[src/hw/rtl/tfn_pkg.sv]
`timescale 1ns / 1ps
// ----------------------------------------------------------------------------
// Triangle face normal package
// Shared widths and the side-band record that travels with each triangle.
// ----------------------------------------------------------------------------
package tfn_pkg;

  // Magnitude width used from the cross product through normalization.
  localparam int MAG_W  = 63;
  // Normalized magnitude width: the top bit of the largest lands on bit 29.
  localparam int A_W    = 30;
  // Sum of three squares of A_W-bit values.
  localparam int SUM_W  = 62;
  // Square root result width.
  localparam int ROOT_W = 31;
  // Partial remainder width inside the square root chain.
  localparam int SREM_W = 34;
  // Partial remainder width inside the divider chain.
  localparam int DREM_W = 32;
  // Output component width.
  localparam int OUT_W  = 16;

  typedef logic [MAG_W-1:0] mag_t;

  // Control record that follows each triangle down the pipeline.
  typedef struct packed {
    logic       valid;
    logic [2:0] neg;
    logic       degen;
  } side_t;

endpackage

[src/hw/rtl/tfn_sqrt_cell.sv]
`timescale 1ns / 1ps
// ----------------------------------------------------------------------------
// Square root cell
// Produces one root bit per stage and carries the normalized components along.
// ----------------------------------------------------------------------------
module tfn_sqrt_cell #(
  parameter int PW = 90
) (
  input  logic                        clk,
  input  logic                        rst,
  input  tfn_pkg::side_t              side_i,
  input  logic [tfn_pkg::SREM_W-1:0]  rem_i,
  input  logic [tfn_pkg::ROOT_W-1:0]  root_i,
  input  logic [tfn_pkg::SUM_W-1:0]   val_i,
  input  logic [PW-1:0]               pay_i,
  output tfn_pkg::side_t              side_o,
  output logic [tfn_pkg::SREM_W-1:0]  rem_o,
  output logic [tfn_pkg::ROOT_W-1:0]  root_o,
  output logic [tfn_pkg::SUM_W-1:0]   val_o,
  output logic [PW-1:0]               pay_o
);
  import tfn_pkg::*;

  logic [SREM_W-1:0] rem_sh;
  logic [SREM_W-1:0] trial;
  logic              ge;

  // Bring down the next two radicand bits and try the next root bit.
  always_comb begin
    rem_sh = {rem_i[SREM_W-3:0], val_i[SUM_W-1 -: 2]};
    trial  = SREM_W'({root_i, 2'b01});
    ge     = (rem_sh >= trial);
  end

  always_ff @(posedge clk) begin
    side_o <= rst ? '0 : side_i;
    rem_o  <= ge ? (rem_sh - trial) : rem_sh;
    root_o <= {root_i[ROOT_W-2:0], ge};
    val_o  <= val_i << 2;
    pay_o  <= pay_i;
  end

endmodule

[config.mk]
export PLATFORM = sky130hd
export DESIGN_NAME = tfn_sqrt_cell
export DESIGN_NICKNAME = d
export VERILOG_FILES = /design/src/hw/rtl/tfn_pkg.sv /design/src/hw/rtl/tfn_sqrt_cell.sv
export SDC_FILE = /design/constraint.sdc
export NUM_CORES = 1
export LEC_CHECK = 0
export ABC_AREA = 1
export ABC_CLOCK_PERIOD_IN_PS = 2100
export BUFFER_PORTS_ARGS = -buffer_cell sky130_fd_sc_hd__buf_2
export CAP_MARGIN = 5
export CORE_AREA = 3 3 171 173
export DETAILED_ROUTE_END_ITERATION = 10
export DIE_AREA = 0 0 174 176
export GPL_ROUTABILITY_DRIVEN = 0
export HOLD_SLACK_MARGIN = 0.1
export PLACE_DENSITY = 0.55
export SLEW_MARGIN = 20
export SYNTH_ARGS = -nofsm -noshare
export SYNTH_HDL_FRONTEND = slang
export SYNTH_SLANG_ARGS = --single-unit
[constraint.sdc]
create_clock -name clk -period 2.1 [get_ports clk]
set_input_delay 0.21 -clock clk [delete_from_list [all_inputs] [get_ports clk]]
set_output_delay 0.21 -clock clk [all_outputs]
set_load 0.05 [all_outputs]
======== Yosys cells after proc, flatten, opt, wreduce, memory -nomap -nowiden ========
Index checks and enable logic that the tools add are counted.
word-level totals
  flip-flop bits (word level) ............. 220
  input port bits ......................... 224
  output and inout port bits .............. 222
operators by class
  $add $sub $neg .......................... 1
  order comparisons ....................... 1
  mux-type cells .......................... 1
operators by type and width
  kind                                              number
  34-bit by 33-bit >= comparator with 1-bit output  1
  34-bit two-way mux                                1
  34-bit by 33-bit subtractor with 34-bit output    1

======== Depth between registers and ports, before layout ========
  depth in word-level cells ............... 2
  gate-level depth with buffers ........... 16
  gate-level depth less buffers ........... 15

======== Least setup slack after synthesis ========
OpenSTA, ideal clock, no wires.
  kind .................................... in2reg
  start point ............................. input port root_i[18] in the netlist's numbering
  end point ............................... register rem_o[25] in the netlist's numbering
  arrival ................................. 1.564 ns
  required time ........................... 1.988 ns
  setup slack ............................. 0.425 ns
  stages on the path ...................... 15
  cell sequence ........................... inv_1 ha_1 nand2_1 inv_1 nand2_1 nand2_1 nand2_1 nand2_1 nand2_1 nand3b_1 nor2_2 nand2_4 buf_12 nand2_1 nand2_1
between the ends
  cells in the longest elaborated chain, start to end .. 2
  elaborated cells on any way between the ends .. 3
  classes of those cells .................. add/sub (1); order compare (1); mux (1)
ends and longest elaborated chain
  element                                                                                                                    line                                      RTL
  start, declared                                                                                                            tfn_sqrt_cell.sv:13                       input logic [tfn_pkg::ROOT_W-1:0] root_i,
  34-bit by 33-bit subtractor with 34-bit output / 34-bit by 33-bit >= comparator with 1-bit output (equally long branches)  tfn_sqrt_cell.sv:37, tfn_sqrt_cell.sv:32
  34-bit two-way mux *                                                                                                       tfn_sqrt_cell.sv:37                       rem_o <= ge ? (rem_sh - trial) : rem_sh;
  end signal, assigned                                                                                                       tfn_sqrt_cell.sv:37
  end, declared                                                                                                              tfn_sqrt_cell.sv:17                       output logic [tfn_pkg::SREM_W-1:0] rem_o,
Mark *: on every way between the ends. The rest lies on a longest branch, timed or not.
A chain may end at the register's enable or synchronous reset.

======== Worst setup path in the final report ========
  start point ............................. input port root_i[22] in the netlist's numbering
  end point ............................... register rem_o[33] in the netlist's numbering
The elaborated chain is that of the path after synthesis.

==> flow_metrics.tcl <==
set metrics [dict create \
    cp.required_ns 2.54 \
    die_x_um 174 \
    grt_pass1_wl_um 48040 \
    port_buffers 441 \
    cts.path.max_buffers 3 \
    dp_slack_ns 0.05006 \
    grt_pass1_vias 8808 \
    busiest_layer "met2" \
    h-tree-depth 1 \
    synth.yosys.seq_area_share_pct 56.46 \
    drive_above_1_share_pct 40.67 \
    num_rows 61 \
    syn_to_final_growth_pct 83.38 \
    grt_max_degree 14 \
    synth_top_area_cell "dfxtp_1" \
    power.density_nw_per_um2 859.5 \
    cp_max_fo 4 \
    start_kind "primary input" \
    antenna_left 0 \
    crit_arrival_ns 2.43 \
    syn_area_per_cell_um2 8.804 \
    syn_area_um2 7800 \
    async_reset_ff_share_pct 0 \
    core_area_um2 27780 \
    dp_hpwl_um 23150 \
    ys_ff_latch 220 \
    grtUsageMet2_pct 37.49 \
    routedWlPerCell_um 15.62 \
    clockRootBuffer "clkbuf_16" \
    synthTopCellsByCount "270 x nand2_1, 220 x dfxtp_1, 132 x inv_1" \
    drcViolationCount 0 \
    yosysMostFrequentCell "nand2_1" \
    syn_inst 886 \
    layout_setup_ws_ns 0.1118 \
    final.setup.tns_ns 0 \
    fin_crit_sh_pct 94.68 \
    io_pins 446 \
    dieArea_um2 30620 \
    dp_cells 1750 \
    cts_buffers 24 \
    status "complete, no violations" \
    overflow 0 \
    utilization_pct 51.49 \
    grt_util_all_layers_pct 19.64 \
    drt-initial-drc-count 277 \
    ir_drop_mv 0.5737 \
    drv_slew 0 \
    dr.pass1.iters 4 \
    setup_viol 0 \
    maxCapViolations 0 \
    cts_num_sinks 220 \
    vias 8375 \
    critPathKind "primary input to register" \
    yosysWarnings 0 \
    synthDominantCellAreaShare_pct 56.46 \
    rsz0062_at_grt "yes" \
    path_clk_slew_ns 0.06 \
    period_minus_slack_ns 1.988 \
    min_path_type "primary input to register" \
    start_util_pct 28.08 \
    max_freq_mhz 503.0 \
    final_hold_viol_count 0 \
    antenna_found_initial 3 \
    synthFlopType "dfxtp_1" \
    cts_tree "done" \
    routed_wl_um 31540 \
    leakagePower_nw 7.423 \
    grt_util_met3_pct 4.473 \
    fin_nets 1880 \
    met1_usage_pct 21.16 \
    final_cell_count_no_fill 2019 \
    vias_per_cell 4.148 \
    place_area_um2 10830 \
    fp.dieH_um 176 \
    synth_cell_types 36 \
    ys_top_cells_by_area "dfxtp_1 56%, nand2_1 13%, inv_1 6.4%" \
    synth_enable_flop_cells 0 \
    stdcell_area_um2 14300 \
    cp-end-kind "register" \
]
==> per-layer routing <==
layer  wire length (µm)  up-vias
li1                   -     4173
met2              16540      272
met4               1174        4
met5                 27        -
met1              11920     3857
met3               1872       69
==> area by class of cell <==
type,count,area [µm²]
Clock buffer,36,757.0
Inverter,139,521.8
Fill cell,2598,13480
Sequential cell,220,4404
Antenna cell,1,2.502
Tap cell,378,473.0
Timing Repair Buffer,718,4913
Multi-Input combinational cell,520,3161
Clock inverter,7,71.32
==> report_power, final <==
part | switching [mW] | leakage (nW) | internal, mW
Clock | 1.69 | 0.414 | 2.61
Combinational | 2.23 | 5.15 | 1.18
Sequential | 0.0809 | 1.86 | 4.50
Total | 4.00 | 7.42 | 8.29
==> kinds of logic (layout without fill, tap and decap cells) <==
group                    count (synthesis)  after routing  synth area share [%]
AND/OR/NAND/NOR                        429            429                 25.33
flip-flops                             220            220                 56.46
buffers and inverters                  147            900                 8.021
AO/OA/AOI/OAI                           40             40                 3.048
adder cells (fa/ha/maj)                 33             33                 5.294
XOR/XNOR                                16             16                 1.797
other                                    1              3               0.04808
==> worst paths after layout <==
kind / startpoint / endpoint / slack (ns) / cells past startpoint
worst max-delay path: root_i[22] / rem_o[33] / 0.11 / 12
worst min-delay path: root_i[30] / rem_o[32] / 0.30 / 7
==> cells in the final DEF (no fill, tap or decap), drive strengths merged, types with 4 or more instances in the layout <==
cell type	Yosys	routed
a21oi	26	26
buf	8	494
clkbuf	0	36
clkinv	0	4
dfxtp	220	220
dlygate4sd3	0	224
ha	33	33
inv	139	141
nand2	303	303
nand3	33	33
nand3b	12	12
nand4	8	8
nor2	64	64
nor3	4	4
o21ai	8	8
o21bai	4	4
xor2	14	14
==> registers in the layout, summed over array words and instances, names as in the netlist <==
signal / flops
val_o: 60
root_o: 31
side_o: 5
rem_o: 34
pay_o: 90
==> per-stage QoR <==
stage	hold WS [ns]	total power, mW
after floorplan	0.2377	6.653
after global placement	0.3128	7.592
after detailed placement	0.3136	7.604
after CTS	0.2746	12.28
after global routing	0.3181	12.81
final	0.2968	12.29
==> critical path, cell delays in order <==
cell and delay, ns:
dlygate4sd3_1 0.53, buf_2 0.13, inv_1 0.09, ha_4 0.21, buf_4 0.14, nand2_1 0.12, inv_1 0.06, a21oi_1 0.27
nand2_1 0.17, a21oi_1 0.21, nand4_1 0.16, a21oi_2 0.15
==> what timing repair did <==
item                                   CTS  global route
setup endpoints to repair                0            34
setup buffers                            0             1
hold buffers                           224             0
endpoints found under the hold margin  219             0
resized for setup                        0            71
No activity file was read; power rests on OpenSTA's default activity.
