File: config.mk
export PLATFORM = sky130hd
export DESIGN_NAME = tfn_norm_cell
export DESIGN_NICKNAME = d
export VERILOG_FILES = /design/src/hw/rtl/tfn_pkg.sv /design/src/hw/rtl/tfn_norm_cell.sv
export SDC_FILE = /design/constraint.sdc
export NUM_CORES = 1
export LEC_CHECK = 0
export ABC_AREA = 1
export ABC_CLOCK_PERIOD_IN_PS = 1300
export BUFFER_PORTS_ARGS = -buffer_cell sky130_fd_sc_hd__buf_2
export CELL_PAD_IN_SITES_DETAIL_PLACEMENT = 0
export CELL_PAD_IN_SITES_GLOBAL_PLACEMENT = 1
export CORE_MARGIN = 2
export CORE_UTILIZATION = 29
export CTS_CLUSTER_DIAMETER = 80
export CTS_CLUSTER_SIZE = 24
export DETAILED_ROUTE_END_ITERATION = 8
export PLACE_DENSITY_LB_ADDON = 0.1
export SYNTH_ARGS = -nofsm -noshare
export SYNTH_HDL_FRONTEND = slang
export SYNTH_SLANG_ARGS = --single-unit
File: constraint.sdc
create_clock -name clk -period 1.3 [get_ports clk]
set_input_delay 0.13 -clock clk [delete_from_list [all_inputs] [get_ports clk]]
set_output_delay 0.13 -clock clk [all_outputs]
set_load 0.01 [all_outputs]
File: src/hw/rtl/tfn_pkg.sv
`timescale 1ns / 1ps
// ----------------------------------------------------------------------------
// Triangle face normal package
// Shared widths and the side-band record that travels with each triangle.
// ----------------------------------------------------------------------------
package tfn_pkg;

  // Magnitude width used from the cross product through normalization.
  localparam int MAG_W  = 63;
  // Normalized magnitude width: the top bit of the largest lands on bit 29.
  localparam int A_W    = 30;
  // Sum of three squares of A_W-bit values.
  localparam int SUM_W  = 62;
  // Square root result width.
  localparam int ROOT_W = 31;
  // Partial remainder width inside the square root chain.
  localparam int SREM_W = 34;
  // Partial remainder width inside the divider chain.
  localparam int DREM_W = 32;
  // Output component width.
  localparam int OUT_W  = 16;

  typedef logic [MAG_W-1:0] mag_t;

  // Control record that follows each triangle down the pipeline.
  typedef struct packed {
    logic       valid;
    logic [2:0] neg;
    logic       degen;
  } side_t;

endpackage

File: src/hw/rtl/tfn_norm_cell.sv
`timescale 1ns / 1ps
// ----------------------------------------------------------------------------
// Normalization cell
// One step of a binary leading-zero shift over three magnitudes at once.
// ----------------------------------------------------------------------------
module tfn_norm_cell #(
  parameter int SH = 32
) (
  input  logic          clk,
  input  logic          rst,
  input  tfn_pkg::side_t side_i,
  input  tfn_pkg::mag_t  mag_i [3],
  output tfn_pkg::side_t side_o,
  output tfn_pkg::mag_t  mag_o [3]
);
  import tfn_pkg::*;

  mag_t any_bits;
  logic top_clear;

  // The OR of the three magnitudes has the same leading one as their maximum.
  assign any_bits  = mag_i[0] | mag_i[1] | mag_i[2];
  assign top_clear = (any_bits[MAG_W-1 -: SH] == '0);

  // Shift every component by the same amount when the top slice is clear.
  always_ff @(posedge clk) begin
    side_o <= rst ? '0 : side_i;
    for (int i = 0; i < 3; i++) begin
      mag_o[i] <= top_clear ? (mag_i[i] << SH) : mag_i[i];
    end
  end

endmodule

* After elaboration in Yosys (flattened, before gate mapping)
Index checks and enable logic that the tools add are counted.
W data, S select, Z words.
** Storage, ports and cells
- Register bits after elaboration :: 194
- Bits in latches :: 0
- Bits in writable memories :: 0
- Memory bits (read-only) :: 0
- Input port bits :: 196
- Output and inout bits :: 194
- Memories kept :: 0
** Operators by class
- Add/sub/neg operators :: 0
- Multipliers :: 0
- Divide/modulo/power cells :: 0
- Magnitude comparators :: 0
- Eq/ne operators :: 0
- Shifts and indexed selects :: 0
- Multiplexer cells :: 3
- Bitwise gates (word level) :: 2
- Reductions and logical operators :: 1
** Operators with widths (count)
- $mux W63 :: 3
- $or A63 B63 Y63 :: 2
- $logic_not A32 Y1 :: 1

* Logic depth before layout (Yosys ltp)
Gate-level depths: netlist (run 1).
- Word-level depth :: 4
- Depth in mapped cells :: 10
- Depth with buffers taken out :: 8

* Least setup slack after synthesis (run 1)
OpenSTA, ideal clock, no wires.
- Path kind :: input to register
- From :: input port mag_i[167] (netlist bit)
- To :: register mag_o[0] (netlist bit)
- Library setup time :: 0.108 ns
- Data arrival time :: 1.079 ns
- Path slack :: 0.113 ns
- Stages :: 10
- Path buffers :: 2
- Path through :: nor2_1 > nand3_1 > nor2_1 > nand2_1 > nor2_2 > nand3_1 > buf_4 > buf_6 > nand2_1 > inv_2
** Between the ends
- Cells in the longest elaborated chain, start to end :: 3
** Ends and longest elaborated chain
- from (decl) :: line tfn_norm_cell.sv:12 : input tfn_pkg::mag_t mag_i [3],
- $or A63 B63 Y63 (2 in a row) :: line tfn_norm_cell.sv:22 : assign any_bits = mag_i[0] | mag_i[1] | mag_i[2];
- $logic_not A32 Y1 :: line tfn_norm_cell.sv:23 : assign top_clear = (any_bits[MAG_W-1 -: SH] == '0);
- to (signal, indexed assignment) :: line tfn_norm_cell.sv:29 : mag_o[i] <= top_clear ? (mag_i[i] << SH) : mag_i[i];
- to (decl) :: line tfn_norm_cell.sv:14 : output tfn_pkg::mag_t mag_o [3]
Every way passes these cells.
A chain may end at the register's enable or synchronous reset.

* Final worst setup path (run 1)
- From :: input port mag_i[121] (netlist bit)
- To :: register mag_o[121] (netlist bit)
** Between the ends
- Cells in the longest elaborated chain, start to end :: 4
** Ends and longest elaborated chain (line)
- $or A63 B63 Y63 (2 in a row) :: tfn_norm_cell.sv:22
- $logic_not A32 Y1 :: tfn_norm_cell.sv:23
- $mux W63 * :: tfn_norm_cell.sv:29
Every way passes the cells marked *; elsewhere a longest branch is shown, timed or not.

==> flow_summary.toml, run 1 <==
[drt]
antenna_left = 0
drt-initial-drc-count = 251
via_count = 7202
wl_per_cell_microns = 14.5
vias_per_cell = 4.16
wirelength_microns = 25200
drcViolationCount = 0
drtPass1Iterations = 4

[sta]
final.setup.worst_slack_ns = 0.187
maxSlewHeadroom = 0.818
drv_slew = 0
period_share = 0.856
hold_violations = 0
tns_ns = 0
fmax_ghz = 0.899
whs_ns = 0.0202
rsz0062_at_grt = "false"
setup_viol = 0
final.min_clock_period_ns = 1.11
tightest_slew_ns = 0.273

[placement]
placedCellCount = 1507
place.port_buffers = 389
routabilityCongestion = 0.834
hpwl_microns = 18200
place_ws_ns = -0.278
placed_area_sq_mm = 0.00934

[pwr]
p_sw_frac = 0.256
pwr-share-clk = 0.385
p_switching_mw = 3.39
seqPwrFrac = 0.478
total_power_mw = 13.2
ir_drop_v = 0.000756
leakage_nw = 6.53
power_density_mw_per_mm2 = 1120
intPower_mw = 9.85
power_frac_comb = 0.137

[global_routing]
grt_max_degree = 47
grt_pass1_vias = 7470
antenna_found_initial = 1
grt_use_total = 0.212
grt_remaining_overflow = 0
grt_first_pass_wirelength_microns = 39300

[critical_path]
cp_max_fo = 13
cp_slowest_cell = "nor2_4"
crit_arrival_ns = 1.50
start_kind = "primary input"
cp_common_cell = "nand2_1"
worstSetupPathType = "in -> reg"
crit_family = "simple AND/OR/NAND/NOR gates"
cp_num_buf_inv = 3
cp_cell_sequence = "buf_2, nor2_1, nand2_1, nor2_1, nand2_1, nor2_4, buf_12, buf_4, nand4_1, nand2_1"
required_ns = 1.68
cp-end-kind = "flip-flop"
cpPeakStageDelay_ns = 0.18

[floorplanning]
die_area_sq_mm = 0.0236
rows = 54
core_sq_mm = 0.0219
die_w_microns = 154
pin_count = 390
die_h_microns = 154
start_util = 0.297

[finish]
final_util = 0.541
final_nets = 1635
mostFrequentLayoutCell = "buf_2"
fin_area_sq_mm = 0.0118
final_cell_mix = "buf_2, nand2_1, dfxtp_1"
drive_gt1_frac = 0.399
final_cells = 1733
areaGrowthSynthToFinish_pct = 82.1
nFillCells = 2182

[clocking]
cts_num_sinks = 194
post-cts-setup-buffer-count = 0
cts_resized = 0
clk_pin_slew_worst_paths_ns = 0.08
root_buffer = "clkbuf_16"
numCtsBuffers = 17
cts_tree = "yes"
htreeDepth = 4
clk_path_buf_depth = 2

[synth]
ys_types = 12
ys_seq_area_frac = 0.598
syn-num-nets = 992
mappedNetlistArea_sq_mm = 0.00650
ys_warn_count = 0
synth_cells = 796
synth_area_per_cell_sq_um = 8.16
ys_seq_elements = 194

[outcome]
status = "complete, no violations"

[worst_hold_path]
min_path_type = "in -> reg"

[job]
cap_viol_max_count = 0
power by group through the flow:
stage                     combinational, mW  sequential, mW  clock, mW
after global placement                 1.36            6.46          0
after floorplan                       0.281            6.65          0
after CTS                              1.81            6.33       5.25
after global routing                   1.98            6.36       5.48
after detailed placement               1.35            6.47          0
final                                  1.81            6.33       5.10
final timing paths:
path       start    endpoint  cells past startpoint
max   mag_i[121]  mag_o[121]                     10
min   mag_i[100]  mag_o[100]                      4
metal layers:
layer	global-route usage	vias up	part of all wire
met5	0	-	0
met4	0.0751	0	0.029
met3	0.0671	47	0.076
met2	0.376	291	0.50
met1	0.238	3193	0.40
li1	-	3671	-
cells in the mapped netlist (all sizes together):
cell type	n	area, sq um
nand2	206	773
dfxtp	194	3880
inv	191	717
nand4	93	582
nor2	58	225
buf	38	244
nand3	11	55.1
clkbuf	5	18.8
worst min-delay path: cells and delay by family:
kind / cells / cell delay [ns]
buffers and inverters: 3 / 0.24
and+or+nand+nor: 1 / 0.05
area by class of cell:
cell class	count	area [sq um]	area share
antenna	1	2.50	0.000211
clock buffer	19	443	0.0374
clock inverter	13	120	0.0102
inverter	191	717	0.0606
multi-input combinational	368	1660	0.141
sequential	194	3880	0.328
tap	280	350	0.0296
timing repair buffer	667	4650	0.393
sequential cells by signal (all words and copies together), names as in the netlist:
signal and flops:
side_o 5, mag_o 189
cells by family after synthesis:
| group | synth area share |
|---|---|
| buffers and inverters | 0.151 |
| DFF | 0.598 |
| and+or+nand+nor | 0.252 |
repair_timing:
item,CTS,global route
endpoints found under the setup margin,0,0
hold buffers,193,0
hold endpoints to repair,194,0
(Power assumes the default switching activity.)
==> run 2, diff against run 1 <==
--- a/config.mk
+++ b/config.mk
@@ -6,16 +6,17 @@
 export NUM_CORES = 1
 export LEC_CHECK = 0
 export ABC_AREA = 1
-export ABC_CLOCK_PERIOD_IN_PS = 1300
+export ABC_CLOCK_PERIOD_IN_PS = 1400
 export BUFFER_PORTS_ARGS = -buffer_cell sky130_fd_sc_hd__buf_2
 export CELL_PAD_IN_SITES_DETAIL_PLACEMENT = 0
 export CELL_PAD_IN_SITES_GLOBAL_PLACEMENT = 1
-export CORE_MARGIN = 2
-export CORE_UTILIZATION = 29
+export CORE_AREA = 2 2 150 152
 export CTS_CLUSTER_DIAMETER = 80
 export CTS_CLUSTER_SIZE = 24
 export DETAILED_ROUTE_END_ITERATION = 8
+export DIE_AREA = 0 0 152 154
 export PLACE_DENSITY_LB_ADDON = 0.1
+export RECOVER_POWER = 50
 export SYNTH_ARGS = -nofsm -noshare
 export SYNTH_HDL_FRONTEND = slang
 export SYNTH_SLANG_ARGS = --single-unit
==> constraint.sdc (replaced) <==
create_clock -name clk -period 1.4 [get_ports clk]
set_input_delay 0.14 -clock clk [delete_from_list [all_inputs] [get_ports clk]]
set_output_delay 0.14 -clock clk [all_outputs]
set_load 0.01 [all_outputs]
==> run 2 against run 1 <==
  * Non-clock buffer count fell by 38
  * First-iteration DRC count grew 12%
  * Count of clock-buffer cells in the layout unchanged
  * Design area decreased by 4.7%
  * Largest power group unchanged
  * Via count is 1.6% lower
  * Wire length down 0.57%
  * Critical path depth shrank 6
  * Cell count decreased by 2.0%
  * Clock power fell by 6.7%
==> flow_summary.toml, run 2 (synthesis results as in run 1) <==
[outcome]
status = "complete, no violations"

[critical_path]
start_kind = "primary input"
cp_num_buf_inv = 3
cp_common_cell = "dlygate4sd3_1"
crit_arrival_ns = 1.52
cp_max_fo = 5
cpPeakStageDelay_ns = 0.57
worstSetupPathType = "in -> reg"
required_ns = 1.71
cp-end-kind = "flip-flop"
crit_family = "buffers and inverters"
cp_slowest_cell = "dlygate4sd3_1"
cp_cell_sequence = "dlygate4sd3_1, clkbuf_1, nor2_1, dlygate4sd3_1"

[finish]
fin_area_sq_mm = 0.0113
regMostFlops = "mag_o"
final_nets = 1597
top_regs = "mag_o: 189 flops, side_o: 5 flops"
areaGrowthSynthToFinish_pct = 73.5
mostFrequentLayoutCell = "nand2_1"
drive_gt1_frac = 0.258
final_cell_mix = "nand2_1, buf_2, dfxtp_1"
largest_reg_flops = 189

[drt]
drcViolationCount = 0
drt-initial-drc-count = 282
via_count = 7090
wirelength_microns = 25000
vias_per_cell = 4.18
antenna_left = 0
wl_per_cell_microns = 14.7
drtPass1Iterations = 4

[clocking]
htreeDepth = 4
clk_path_buf_depth = 2
holdBufCountCts = 180
cts_tree = "yes"
post-cts-setup-buffer-count = 0
cts_num_sinks = 194
numCtsBuffers = 17
cts_resized = 0
clk_pin_slew_worst_paths_ns = 0.07
root_buffer = "clkbuf_16"

[pwr]
p_sw_frac = 0.256
power_density_mw_per_mm2 = 1080
ir_drop_v = 0.000692
p_switching_mw = 3.12
leakage_nw = 5.82
seqPwrFrac = 0.483
power_frac_comb = 0.127
intPower_mw = 9.08
pwr-share-clk = 0.390
total_power_mw = 12.2

[placement]
placed_area_sq_mm = 0.00912
hpwl_microns = 17900
place.port_buffers = 389
routabilityCongestion = 0.816

[floorplanning]
pin_count = 390
die_w_microns = 152
rows = 54
core_sq_mm = 0.0217
die_area_sq_mm = 0.0234
start_util = 0.300
die_h_microns = 154

[global_routing]
grt_use_total = 0.212
antenna_found_initial = 4
grt_pass1_vias = 7321
grt_max_degree = 47
grt_remaining_overflow = 0
grt_first_pass_wirelength_microns = 38700

[sta]
fmax_ghz = 0.826
tns_ns = 0
hold_violations = 0
tightest_slew_ns = 0.345
drv_slew = 0
rsz0062_at_grt = "false"
period_share = 0.865
maxSlewHeadroom = 0.770
whs_ns = 0.0119
setup_viol = 0
final.min_clock_period_ns = 1.21

[job]
cap_viol_max_count = 0

[worst_hold_path]
min_path_type = "in -> reg"
==> run 2: cell count changes in the layout (fill, tap and decap cells not counted), sizes merged <==
cell	previous run	this run
dlygate4sd3	193	180
buf	474	259
clkbuf	19	209
clkinvlp	2	3
diode	1	4
clkinv	6	5
==> run 2: worst paths after layout <==
path	to	startpoint	cells past startpoint
worst max-delay path	side_o[2]	rst	4
worst min-delay path	mag_o[96]	mag_i[96]	4
==> run 2: area by class of cell <==
class | count | area (sq um)
antenna | 4 | 10.0
clock buffer | 19 | 453
clock inverter | 13 | 121
fill | 2228 | 10400
inverter | 191 | 717
multi-input combinational | 368 | 1660
sequential | 194 | 3880
tap | 280 | 350
timing repair buffer | 629 | 4070
==> run 2: stage by stage <==
step | instances | worst slack, ns | util
2_1_floorplan | 796 | 0.203 | -
3_3_place_gp | 1482 | -0.254 | 0.421
3_5_place_dp | 1482 | -0.265 | 0.421
4_1_cts | 1694 | 0.187 | 0.530
5_1_grt | 1698 | 0.103 | 0.520
6_report | 1698 | 0.189 | 0.520
==> run 2: power by group through the flow <==
stage	Sequential, mW	Clock, mW	Combinational, mW
5_1_grt	5.92	5.16	1.70
4_1_cts	5.88	4.92	1.63
2_1_floorplan	6.18	0	0.261
6_report	5.89	4.76	1.55
3_3_place_gp	6.00	0	1.23
3_5_place_dp	6.01	0	1.23
==> run 2: layer usage <==
layer / GRT usage / wire, microns / vias to the layer above / part of all wire
met1: 0.235 / 9850 / 3159 / 0.39
met3: 0.0561 / 1690 / 61 / 0.068
met2: 0.374 / 12500 / 278 / 0.50
met4: 0.107 / 995 / 0 / 0.040
li1: - / - / 3592 / -
met5: 0 / 0 / - / 0
