`config.mk`:
```
export PLATFORM = sky130hd
export DESIGN_NAME = tfn_div_cell
export DESIGN_NICKNAME = d
export VERILOG_FILES = /design/src/hw/rtl/tfn_pkg.sv /design/src/hw/rtl/tfn_div_cell.sv
export SDC_FILE = /design/constraint.sdc
export NUM_CORES = 1
export LEC_CHECK = 0
export BUFFER_PORTS_ARGS = -buffer_cell sky130_fd_sc_hd__buf_2
export CORE_ASPECT_RATIO = 0.6
export CORE_MARGIN = 2
export CORE_UTILIZATION = 45
export CTS_CLUSTER_SIZE = 16
export DETAILED_ROUTE_END_ITERATION = 8
export HOLD_SLACK_MARGIN = 0.02
export PLACE_DENSITY = 0.77
export RECOVER_POWER = 25
export SLEW_MARGIN = 0
export SYNTH_ARGS = -nofsm -noshare
export SYNTH_HDL_FRONTEND = slang
export SYNTH_SLANG_ARGS = --single-unit
export TNS_END_PERCENT = 1
```
`constraint.sdc`:
```
create_clock -name clk -period 3.8 [get_ports clk]
set_input_delay 1.14 -clock clk [delete_from_list [all_inputs] [get_ports clk]]
set_output_delay 1.14 -clock clk [all_outputs]
set_load 0.005 [all_outputs]
```
`src/hw/rtl/tfn_pkg.sv`:
```
`timescale 1ns / 1ps
// ----------------------------------------------------------------------------
// Triangle face normal package
// Shared widths and the side-band record that travels with each triangle.
// ----------------------------------------------------------------------------
package tfn_pkg;

  // Magnitude width used from the cross product through normalization.
  localparam int MAG_W  = 63;
  // Normalized magnitude width: the top bit of the largest lands on bit 29.
  localparam int A_W    = 30;
  // Sum of three squares of A_W-bit values.
  localparam int SUM_W  = 62;
  // Square root result width.
  localparam int ROOT_W = 31;
  // Partial remainder width inside the square root chain.
  localparam int SREM_W = 34;
  // Partial remainder width inside the divider chain.
  localparam int DREM_W = 32;
  // Output component width.
  localparam int OUT_W  = 16;

  typedef logic [MAG_W-1:0] mag_t;

  // Control record that follows each triangle down the pipeline.
  typedef struct packed {
    logic       valid;
    logic [2:0] neg;
    logic       degen;
  } side_t;

endpackage

```
`src/hw/rtl/tfn_div_cell.sv`:
```
`timescale 1ns / 1ps
// ----------------------------------------------------------------------------
// Divider cell
// One restoring division step for three components sharing one divisor.
// ----------------------------------------------------------------------------
module tfn_div_cell #(
  parameter int QW = 16
) (
  input  logic                        clk,
  input  logic                        rst,
  input  tfn_pkg::side_t              side_i,
  input  logic [tfn_pkg::ROOT_W-1:0]  den_i,
  input  logic [tfn_pkg::DREM_W-1:0]  rem_i [3],
  input  logic [QW-1:0]               nq_i  [3],
  output tfn_pkg::side_t              side_o,
  output logic [tfn_pkg::ROOT_W-1:0]  den_o,
  output logic [tfn_pkg::DREM_W-1:0]  rem_o [3],
  output logic [QW-1:0]               nq_o  [3]
);
  import tfn_pkg::*;

  logic [DREM_W-1:0] t   [3];
  logic [DREM_W-1:0] den;
  logic              ge  [3];

  // Shift in the next dividend bit and compare against the divisor.
  always_comb begin
    den = DREM_W'(den_i);
    for (int i = 0; i < 3; i++) begin
      t[i]  = {rem_i[i][DREM_W-2:0], nq_i[i][QW-1]};
      ge[i] = (t[i] >= den);
    end
  end

  // Dividend bits leave at the top while quotient bits enter at the bottom.
  always_ff @(posedge clk) begin
    side_o <= rst ? '0 : side_i;
    den_o  <= den_i;
    for (int i = 0; i < 3; i++) begin
      rem_o[i] <= ge[i] ? (t[i] - den) : t[i];
      nq_o[i]  <= {nq_i[i][QW-2:0], ge[i]};
    end
  end

endmodule

```
Yosys cells after proc, flatten, opt, wreduce, memory -nomap -nowiden
Index checks and enable logic that the tools add are counted.
{"block": "classes", "magnitude_cmp": 3, "n_mux": 3, "n_addsub": 3}
{"operator": "$ge 32x31->1", "n": 3}
{"operator": "$mux 32", "n": 3}
{"operator": "$sub 32x31->32", "n": 3}
{"block": "word_totals", "elab_cells": 19, "regBits": 180, "in_bits": 182}

Logic depth before layout (Yosys ltp)
Gate-level depths: netlist of the first run.
{"block": "depth", "depth_word": 2, "ltp_mapped": 14}

Worst setup path before layout of the first run
OpenSTA, ideal clock, no wires.
{"block": "synth_timing", "path_kind": "input-to-reg", "start": "input port den_i[2] (netlist bit)", "end": "register rem_o[28] (netlist bit)", "cell_stages": 11, "arrival_ps": 3502, "path_buffers": 0, "path_slack_ps": 177, "t_required_ps": 3679, "cell_sequence": "inv_1 > ha_1 > nor2b_1 > o31a_1 > o41a_1 > o41ai_4 > o21ai_1 > a41oi_2 > o21ai_0 > xor2_1 > mux2_2"}
{"block": "synth_via", "elab_chain_cells": 2, "elab_cells_between_ends": 3, "cone_classes": "1 x add/sub; 1 x order compare; 1 x mux"}
{"item": "from (decl)", "line": "tfn_div_cell.sv:12", "rtl": "input logic [tfn_pkg::ROOT_W-1:0] den_i,"}
{"item": "$sub 32x31->32 / $ge 32x31->1 (equally long branches)", "line": "tfn_div_cell.sv:40, tfn_div_cell.sv:31"}
{"item": "$mux 32 *", "line": "tfn_div_cell.sv:40", "rtl": "rem_o[i] <= ge[i] ? (t[i] - den) : t[i];"}
{"item": "to (signal, indexed assignment)", "line": "tfn_div_cell.sv:40"}
{"item": "to (decl)", "line": "tfn_div_cell.sv:17", "rtl": "output logic [tfn_pkg::DREM_W-1:0] rem_o [3],"}
Every way passes the cells marked *; elsewhere a longest branch is shown, timed or not.
A chain may end at the register's enable or synchronous reset.

Worst setup path in the final report of the first run
{"block": "layout_timing", "start": "input port den_i[5] (netlist bit)", "end": "register rem_o[63] (netlist bit)"}
The elaborated chain is that of the path after synthesis.

==> results of run 1 <==
==> layout by cell type, fill, tap and decap left out, types with 5 or more instances in the layout <==
cell and n:
nor2_1 131, nor2b_1 16, o211ai_1 7, o21a_1 17, clkbuf_16 17, xnor2_1 41, ha_1 93, xor2_1 38
mux2_2 13, a21o_1 47, buf_4 110, o21ai_0 65, buf_2 336, o21bai_1 12, and2_1 5, clkbuf_1 24
inv_1 57, a21oi_1 159, nor3_1 13, a211oi_1 9, and3_1 7, dfxtp_1 180, nand4_1 18, nand2b_1 11
a31oi_1 14, a21boi_0 5, nand2_1 61, nand3_1 17
==> power by group <==
group / internal [uW] / switching (uW)
clock: 937 / 761
sequential: 2170 / 74.5
combinational: 864 / 993
==> sequential cells by signal, indices dropped and copies added, names as in the netlist <==
register and flops:
nq_o 48, side_o 5, rem_o 96, den_o 31
==> cell usage after synthesis, drive strengths merged, types with 3 or more instances <==
master	number
dfxtp	180
a21oi	159
nor2	131
ha	93
o21ai	69
nand2	61
inv	57
a21o	47
xnor2	41
xor2	38
clkbuf	33
nand3	18
nand4	18
o21a	17
nor2b	16
a31oi	14
mux2	13
nor3	13
o21bai	12
nand2b	11
a211oi	10
buf	8
and3	7
o211ai	7
a21boi	5
and2	5
a31o	4
and4	4
o41ai	4
or3	4
fa	3
o22ai	3
o31a	3
o31ai	3
or2	3
==> final cells by class <==
type | count | area [sq um] | share of cell area
Clock buffer | 20 | 457 | 0.0348
Antenna cell | 3 | 7.51 | 0.000572
Timing Repair Buffer | 470 | 2610 | 0.199
Tap cell | 279 | 349 | 0.0266
Clock inverter | 11 | 103 | 0.00782
Multi-Input combinational cell | 863 | 5770 | 0.440
Sequential cell | 180 | 3600 | 0.275
Inverter | 57 | 214 | 0.0163
==> stage by stage <==
step | cells | util | power, uW | area [sq um]
floorplan | 1141 | - | 3280 | 9730
CTS | 1880 | 0.622 | 5820 | 13100
finish | 1883 | 0.621 | 5800 | 13100
global placement | 1849 | 0.595 | 4060 | 12600
global route | 1883 | 0.621 | 6120 | 13100
detailed placement | 1849 | 0.595 | 4100 | 12600
==> worst max-delay path by stage <==
stage          cells after the start      from         to  slack (ns)
6_report                          11  den_i[5]  rem_o[63]        0.17
5_1_grt                           13  den_i[5]  rem_o[62]        0.04
4_1_cts                           14  den_i[4]  rem_o[79]        0.22
3_5_place_dp                      14  den_i[4]  rem_o[83]       -0.18
3_3_place_gp                      14  den_i[2]  rem_o[31]        -0.1
2_1_floorplan                     11  den_i[2]  rem_o[28]        0.18
==> routing by layer <==
layer / global-route usage / vias up
li1: - / 4961
met1: 0.399 / 4789
met2: 0.416 / 501
met3: 0.0722 / 46
met4: 0.0634 / 0
met5: 0 / -
==> logic make-up (layout without fill, tap and decap cells) <==
family          after synthesis  after routing  share of synthesized area
fa+ha+maj                    96             96                      0.126
flops                       180            180                      0.370
simple gates                297            297                      0.139
mux                          13             13                     0.0150
buf+inv                      98            558                     0.0386
xor+xnor                     79             79                     0.0711
compound gates              378            378                      0.240
other cells                   0              3                          0
==> worst max-delay path, stage by stage <==
cell,delay [ns]
clkbuf_1,0.12
inv_1,0.17
ha_1,0.29
or4_1,0.53
o22a_1,0.22
a32o_1,0.29
a31oi_1,0.30
o21ai_0,0.18
a31oi_1,0.37
o21ai_0,0.19
xnor2_1,0.15
==> summary.md, run 1 <==
| Metric | Value |
|---|---|
| Top Layer Used | `met4` |
| Yosys top cell by area | `dfxtp_1` |
| Critical hold path startpoint | `nq_i[33]` |
| Wire length on met1 | `15200 um` |
| Slew of the pin with the lowest slew margin | `approximately 0.74 ns` |
| RSZ-0062 raised after global routing | `false` |
| I/O Buffers | `358` |
| IR drop worst, VDD | `406 uV` |
| Worst-path fanout max | `4` |
| Crit path DAT | `3.95 ns` |
| Leak | `0.00650 uW` |
| Synth area leaders | `dfxtp_1, ha_1, a21oi_1` |
| Fin Hold WS | `around 0.81 ns` |
| Largest net degree at the start of global routing | `31` |
| Max Cap Viol | `0` |
| Worst Hold End | `nq_o[34]` |
| Sequential cell area fraction in the yosys report | `0.370` |
| Cts hold-fix bufs | `0` |
| GRT Total Usage | `0.278` |
| Synthesized area per cell | `8.53 sq um` |
| Site row count | `between 40 and 50` |
| Power density over the cells | `442 nW/um^2` |
| Final Hold Fails | `0` |
| Post-synth top flop | `dfxtp_1` |
| Slew Limit Fails | `0` |
| Fmax | `275 MHz` |
| Worst Hold Class | `in2reg` |
| Worst Path Required | `4.11 ns` |
| Post-synth EDFFs | `0` |
| Syn Nets | `1419` |
| Place WS | `-0.181 ns` |
| Hpwl dp | `26800 um` |
| Starting DRT DRC Count | `850` |
| Tcrit/Tclk final | `0.956` |
| Vias | `10300` |
| Seq cells post-synth | `180` |
| Root Buffer | `clkbuf_16` |
| WL/cell | `between 15 and 20 um` |
| Synth Warn # | `0` |
| Minimum clock period | `3.63 ns` |
| Core area | `21100 sq um` |
| Critical path class | `in2reg` |
| Cells after Synth | `around 1100` |
| RD Place Congestion | `0.956` |
| Area of the die | `22900 sq um` |
| 1st-pass router iterations | `5` |
| Met3 WL | `around 3000 um` |
| Met2 Wirelength | `13900 um` |
| H-Tree Depth | `4` |
| Die extent in x | `194 um` |
| Post-cts sizing count | `0` |
| Die Height | `118 um` |
| Post-DRT Antenna Nets | `0` |
| First-pass GRT wire length | `50500 um` |
| Nets | `roughly 1900` |
| Outcome | `completed` |
| Number of global-route vias before repair | `9591` |
| Share of Yosys cell area claimed by the top area cell type | `0.370` |
| TritonCTS clock tree | `built` |
| Initial antenna violation count | `3` |
| Final Setup Violations | `0` |
| Yosys cell types | `62` |
| Clock buffer count from CTS | `17` |
| Crit path launch type | `primary input` |
| Fraction of registers with async set/reset | `0` |
| Initial Util | `0.461` |
| CTS clk-pin slew, worst paths | `about 0.070 ns` |
| CP Capture Type | `register` |
| Setup Buffers After CTS | `0` |
| Total clock sinks | `180` |
| Post-Synthesis Cell Area | `9730 sq um` |
| Max-slew headroom | `0.498` |
| I/O pins | `362` |
| Drt total wl | `32600 um` |
| Via-to-Cell Ratio | `around 5.5` |
| Aggregate negative setup slack | `0 ns` |
| Worst hold stages | `1` |
| Clock tree buffer depth | `2` |
| Fillers | `1868` |
| Share of layout cells above drive strength 1 | `0.314` |
| GRT Residual Overflow | `0` |
| Final worst slack | `roughly 0.17 ns` |
| Drc violations | `0` |
| Syn-to-layout area delta | `34.8%` |
(Power assumes the default switching activity.)
==> run 2: changes to the inputs <==
- SETUP_SLACK_MARGIN: unset -> 0.3
==> run 2 against run 1 <==
Against the previous run:
- clock power is 4% higher
- critical endpoint is now rem_o[28]
- largest power group unchanged
- critical path type unchanged
- final cell count is 0.90% higher
- flip-flop and latch count stayed put
==> summary.md, run 2 (same netlist as run 1, synthesis figures left out) <==
| Metric | Value |
|---|---|
| Minimum clock period | `3.55 ns` |
| Vias | `10200` |
| Leak | `0.00661 uW` |
| Slew Limit Fails | `0` |
| Most common cell after layout, fill and taps aside | `buf_2` |
| I/O pins | `362` |
| Total clock sinks | `180` |
| Number of global-route vias before repair | `9574` |
| Worst Path Required | `between 4 and 5 ns` |
| Share of layout cells above drive strength 1 | `0.320` |
| Final Setup Violations | `0` |
| Worst-path fanout max | `2` |
| Largest register FFs | `96` |
| Aggregate negative setup slack | `0 ns` |
| Fmax | `282 MHz` |
| Max Cap Viol | `0` |
| WL/cell | `17.0 um` |
| Syn-to-layout area delta | `36.7%` |
| TritonCTS clock tree | `built` |
| Via-to-Cell Ratio | `5.39` |
| Worst Hold Class | `in2reg` |
| Tcrit/Tclk final | `0.933` |
| Final Hold Fails | `0` |
| Most frequent cells in the layout | `buf_2, dfxtp_1, a21oi_1` |
| Post-DRT Antenna Nets | `0` |
| Crit path max-delay family | `compound AO/OA/AOI/OAI gates` |
| Site row count | `about 40` |
| CTS clk-pin slew, worst paths | `0.07 ns` |
| Root Buffer | `clkbuf_16` |
| GRT Total Usage | `0.278` |
| Power density over the cells | `442 nW/um^2` |
| 1st-pass router iterations | `6` |
| Largest net degree at the start of global routing | `31` |
| Starting DRT DRC Count | `804` |
| Crit-path cells | `buf_2 -> inv_1 -> ha_1 -> nor2b_1 -> o31a_1 -> o41a_1 -> o41ai_4 -> o21ai_1 -> buf_4 -> a41oi_2 -> o21ai_0 -> xor2_1 -> mux2_2` |
| Hpwl dp | `26700 um` |
| Top reg by flops | `rem_o` |
| Post-layout instance area | `13300 sq um` |
| Crit path launch type | `primary input` |
| Crit path DAT | `~3.9 ns` |
| DP Area | `12700 sq um` |
| Clock tree buffer depth | `2` |
| RD Place Congestion | `around 0.96` |
| Die Height | `118 um` |
| Die extent in x | `194 um` |
| Critical path class | `in2reg` |
| Outcome | `completed` |
| GRT Residual Overflow | `0` |
| IR drop worst, VDD | `315 uV` |
| Largest regs | `rem_o: 96 flops, nq_o: 48 flops, den_o: 31 flops` |
| I/O Buffers | `358` |
| Initial Util | `0.461` |
| CP max stage cell | `o41a_1` |
| Initial antenna violation count | `1` |
| WP buf/inv | `3` |
| H-Tree Depth | `4` |
| Drc violations | `0` |
| CP Capture Type | `register` |
| Cts hold-fix bufs | `0` |
| RSZ-0062 raised after global routing | `true` |
| Max-slew headroom | `0.592` |
| Area of the die | `22900 sq um` |
| Max stage delay on crit path | `about 0.38 ns` |
| Core area | `21100 sq um` |
| Drt total wl | `32400 um` |
| Clock buffer count from CTS | `17` |
| First-pass GRT wire length | `50100 um` |
| Slew of the pin with the lowest slew margin | `0.597 ns` |
| Nets | `1885` |
## run 2: report_power, final
group,total [uW],switching [uW],internal [uW]
registers,2240,74.1,2170
logic,1870,986,885
clock network,1770,760,1010
## run 2: final cells by class
class,count,area [sq um]
Antenna cell,1,2.50
Clock buffer,23,468
Clock inverter,9,123
Fill cell,1880,7830
Inverter,57,214
Multi-Input combinational cell,863,5770
Sequential cell,180,3600
Tap cell,279,349
Timing Repair Buffer,488,2770
## run 2: what timing repair did
action	4_1_cts	5_1_grt
endpoints found under the setup margin	5	86
pin swaps	1	1
resized for setup	1	1
buffers inserted	0	2
## run 2: worst paths after layout
kind | startpoint | endpoint | slack [ns] | cells after the start
worst max-delay path | den_i[2] | rem_o[28] | 0.25 | 13
worst min-delay path | nq_i[6] | nq_o[7] | 0.80 | 1
## run 2: per-stage QoR
stage | power, uW | utilization | setup slack (ns) | hold slack, ns | std cells
2_1_floorplan | 3280 | - | 0.177 | 1.17 | 1141
3_3_place_gp | 4080 | 0.602 | -0.152 | 1.24 | 1865
3_5_place_dp | 4120 | 0.602 | -0.179 | 1.24 | 1865
4_1_cts | 5910 | 0.630 | 0.294 | 0.777 | 1897
5_1_grt | 6210 | 0.630 | 0.0852 | 0.777 | 1900
6_report | 5890 | 0.630 | 0.255 | 0.801 | 1900
## run 2: layer usage
layer | wire (um) | global-route usage
met1 | 15600 | 0.404
met2 | 13500 | 0.414
met3 | 2900 | 0.0668
met4 | 427 | 0.0625
met5 | 0 | 0
==> run 3: changes to the inputs <==
- CORE_MARGIN: 2 -> unset
- SLEW_MARGIN: 0 -> 15
==> run 3 against run 2 <==
Against the previous run:
- first-iteration DRC count increased by 7.6%
- combinational power about the same
- global-route usage about the same
- critical path type unchanged
==> summary.md, run 3 (same netlist as run 1, synthesis figures left out) <==
| Metric | Value |
|---|---|
| Outcome | `completed` |
| Leak | `0.00653 uW` |
| Core area | `between 20000 and 25000 sq um` |
| Via-to-Cell Ratio | `5.38` |
| Worst-path fanout max | `4` |
| Largest regs | `rem_o: 96 flops, nq_o: 48 flops, den_o: 31 flops` |
| Root Buffer | `clkbuf_16` |
| Most common cell after layout, fill and taps aside | `buf_2` |
| CP Capture Type | `register` |
| Post-DRT Antenna Nets | `0` |
| N_diodes | `0` |
| Top reg by flops | `rem_o` |
| Max stage delay on crit path | `0.39 ns` |
| GRT Residual Overflow | `0` |
| Power density over the cells | `roughly 450 nW/um^2` |
| Die Height | `116 um` |
| Tcrit/Tclk final | `0.931` |
| IR drop worst, VDD | `between 400 and 500 uV` |
| Largest net degree at the start of global routing | `34` |
| Slew of the pin with the lowest slew margin | `between 0.4 and 0.5 ns` |
| Max Cap Viol | `0` |
| CP max stage cell | `a31oi_1` |
| Slew Limit Fails | `0` |
| Crit path launch type | `primary input` |
| Fin util | `0.625` |
| DP Area | `12600 sq um` |
| CTS clk-pin slew, worst paths | `0.07 ns` |
| Crit-path cells | `buf_2 -> inv_1 -> ha_1 -> nor2b_1 -> o31a_1 -> o22a_1 -> a32o_1 -> a31oi_1 -> o21ai_0 -> a31oi_1 -> o21ai_0 -> xnor2_1` |
| Critical path class | `in2reg` |
| Total clock sinks | `180` |
| Final Hold Fails | `0` |
| Drt total wl | `around 32000 um` |
| Number of global-route vias before repair | `9092` |
| Clock tree buffer depth | `2` |
| Initial Util | `0.462` |
| RD Place Congestion | `0.966` |
| Starting DRT DRC Count | `865` |
| Area of the die | `22200 sq um` |
| Post-layout instance area | `13200 sq um` |
| Critical hold path startpoint | `nq_i[7]` |
| I/O pins | `362` |
| Hpwl dp | `between 20000 and 30000 um` |
| Layout Cells excl Fill | `between 1500 and 2000` |
| Worst Path Required | `4.13 ns` |
| Max-slew headroom | `0.668` |
| Clock buffer count from CTS | `17` |
| TritonCTS clock tree | `built` |
| Worst Hold Class | `in2reg` |
| Drc violations | `0` |
| Cell Count Post-Placement | `1845` |
| WL/cell | `roughly 17 um` |
| Most frequent cells in the layout | `buf_2, dfxtp_1, a21oi_1` |
| Share of layout cells above drive strength 1 | `0.316` |
| GRT Total Usage | `0.278` |
| Vias | `approximately 10000` |
| I/O Buffers | `358` |
| Fin Hold WS | `0.794 ns` |
| Initial antenna violation count | `2` |
| Site row count | `between 40 and 50` |
| Die extent in x | `192 um` |
| Largest register FFs | `96` |
| First-pass GRT wire length | `47100 um` |
| Fmax | `283 MHz` |
| Final Setup Violations | `0` |
| RSZ-0062 raised after global routing | `true` |
| Aggregate negative setup slack | `0 ns` |
| H-Tree Depth | `4` |
| Worst setup path start | `den_i[1]` |
| Crit path DAT | `about 3.9 ns` |
| Nets | `1863` |
| Syn-to-layout area delta | `35.4%` |
| 1st-pass router iterations | `8` |
| Fillers | `approximately 1800` |
| Minimum clock period | `around 3.5 ns` |
==> run 3: per-layer routing <==
| layer | up-vias | global-route usage | routed length (um) |
|---|---|---|---|
| met5 | - | 0 | 27 |
| met4 | 4 | 0.0635 | 350 |
| met3 | 38 | 0.0566 | 2630 |
| met2 | 442 | 0.408 | 13200 |
| met1 | 4664 | 0.413 | 15500 |
| li1 | 4953 | - | - |
==> run 3: final cells by class <==
cell class | instances | area (sq um) | share of cell area
Tap cell | 279 | 349 | 0.0265
Inverter | 57 | 214 | 0.0162
Clock buffer | 20 | 457 | 0.0347
Sequential cell | 180 | 3600 | 0.273
Multi-Input combinational cell | 863 | 5790 | 0.439
Clock inverter | 12 | 145 | 0.0110
Timing Repair Buffer | 466 | 2620 | 0.199
==> run 3: what timing repair did <==
item | 4_1_cts | 5_1_grt
buffers inserted | 0 | 0
hold buffers | 0 | 0
resized for setup | 0 | 4
setup endpoints to repair | 0 | 86
==> run 3: power by group <==
group	switching, uW	internal [uW]	leakage (uW)
Sequential	77.8	2170	0.00152
Clock	799	1020	0.000293
Combinational	980	870	0.00472
==> run 3: worst paths after layout <==
path                    end  cells past startpoint  slack (ns)
setup / recovery  rem_o[63]                     12        0.26
hold / removal      nq_o[8]                      1        0.79
==> run 3: worst max-delay path, delay by kind of cell <==
family | cells | cell delay (ns)
xor+xnor | 1 | 0.15
compound gates | 7 | 1.77
buf+inv | 2 | 0.33
fa+ha+maj | 1 | 0.33
simple gates | 1 | 0.14
==> run 3: metrics by stage <==
step | setup WS [ns] | power (uW)
after floorplan | 0.177 | 3280
after global placement | -0.0660 | 4060
after detailed placement | -0.118 | 4100
after CTS | 0.343 | 5930
after global routing | 0.155 | 6230
final | 0.264 | 5910
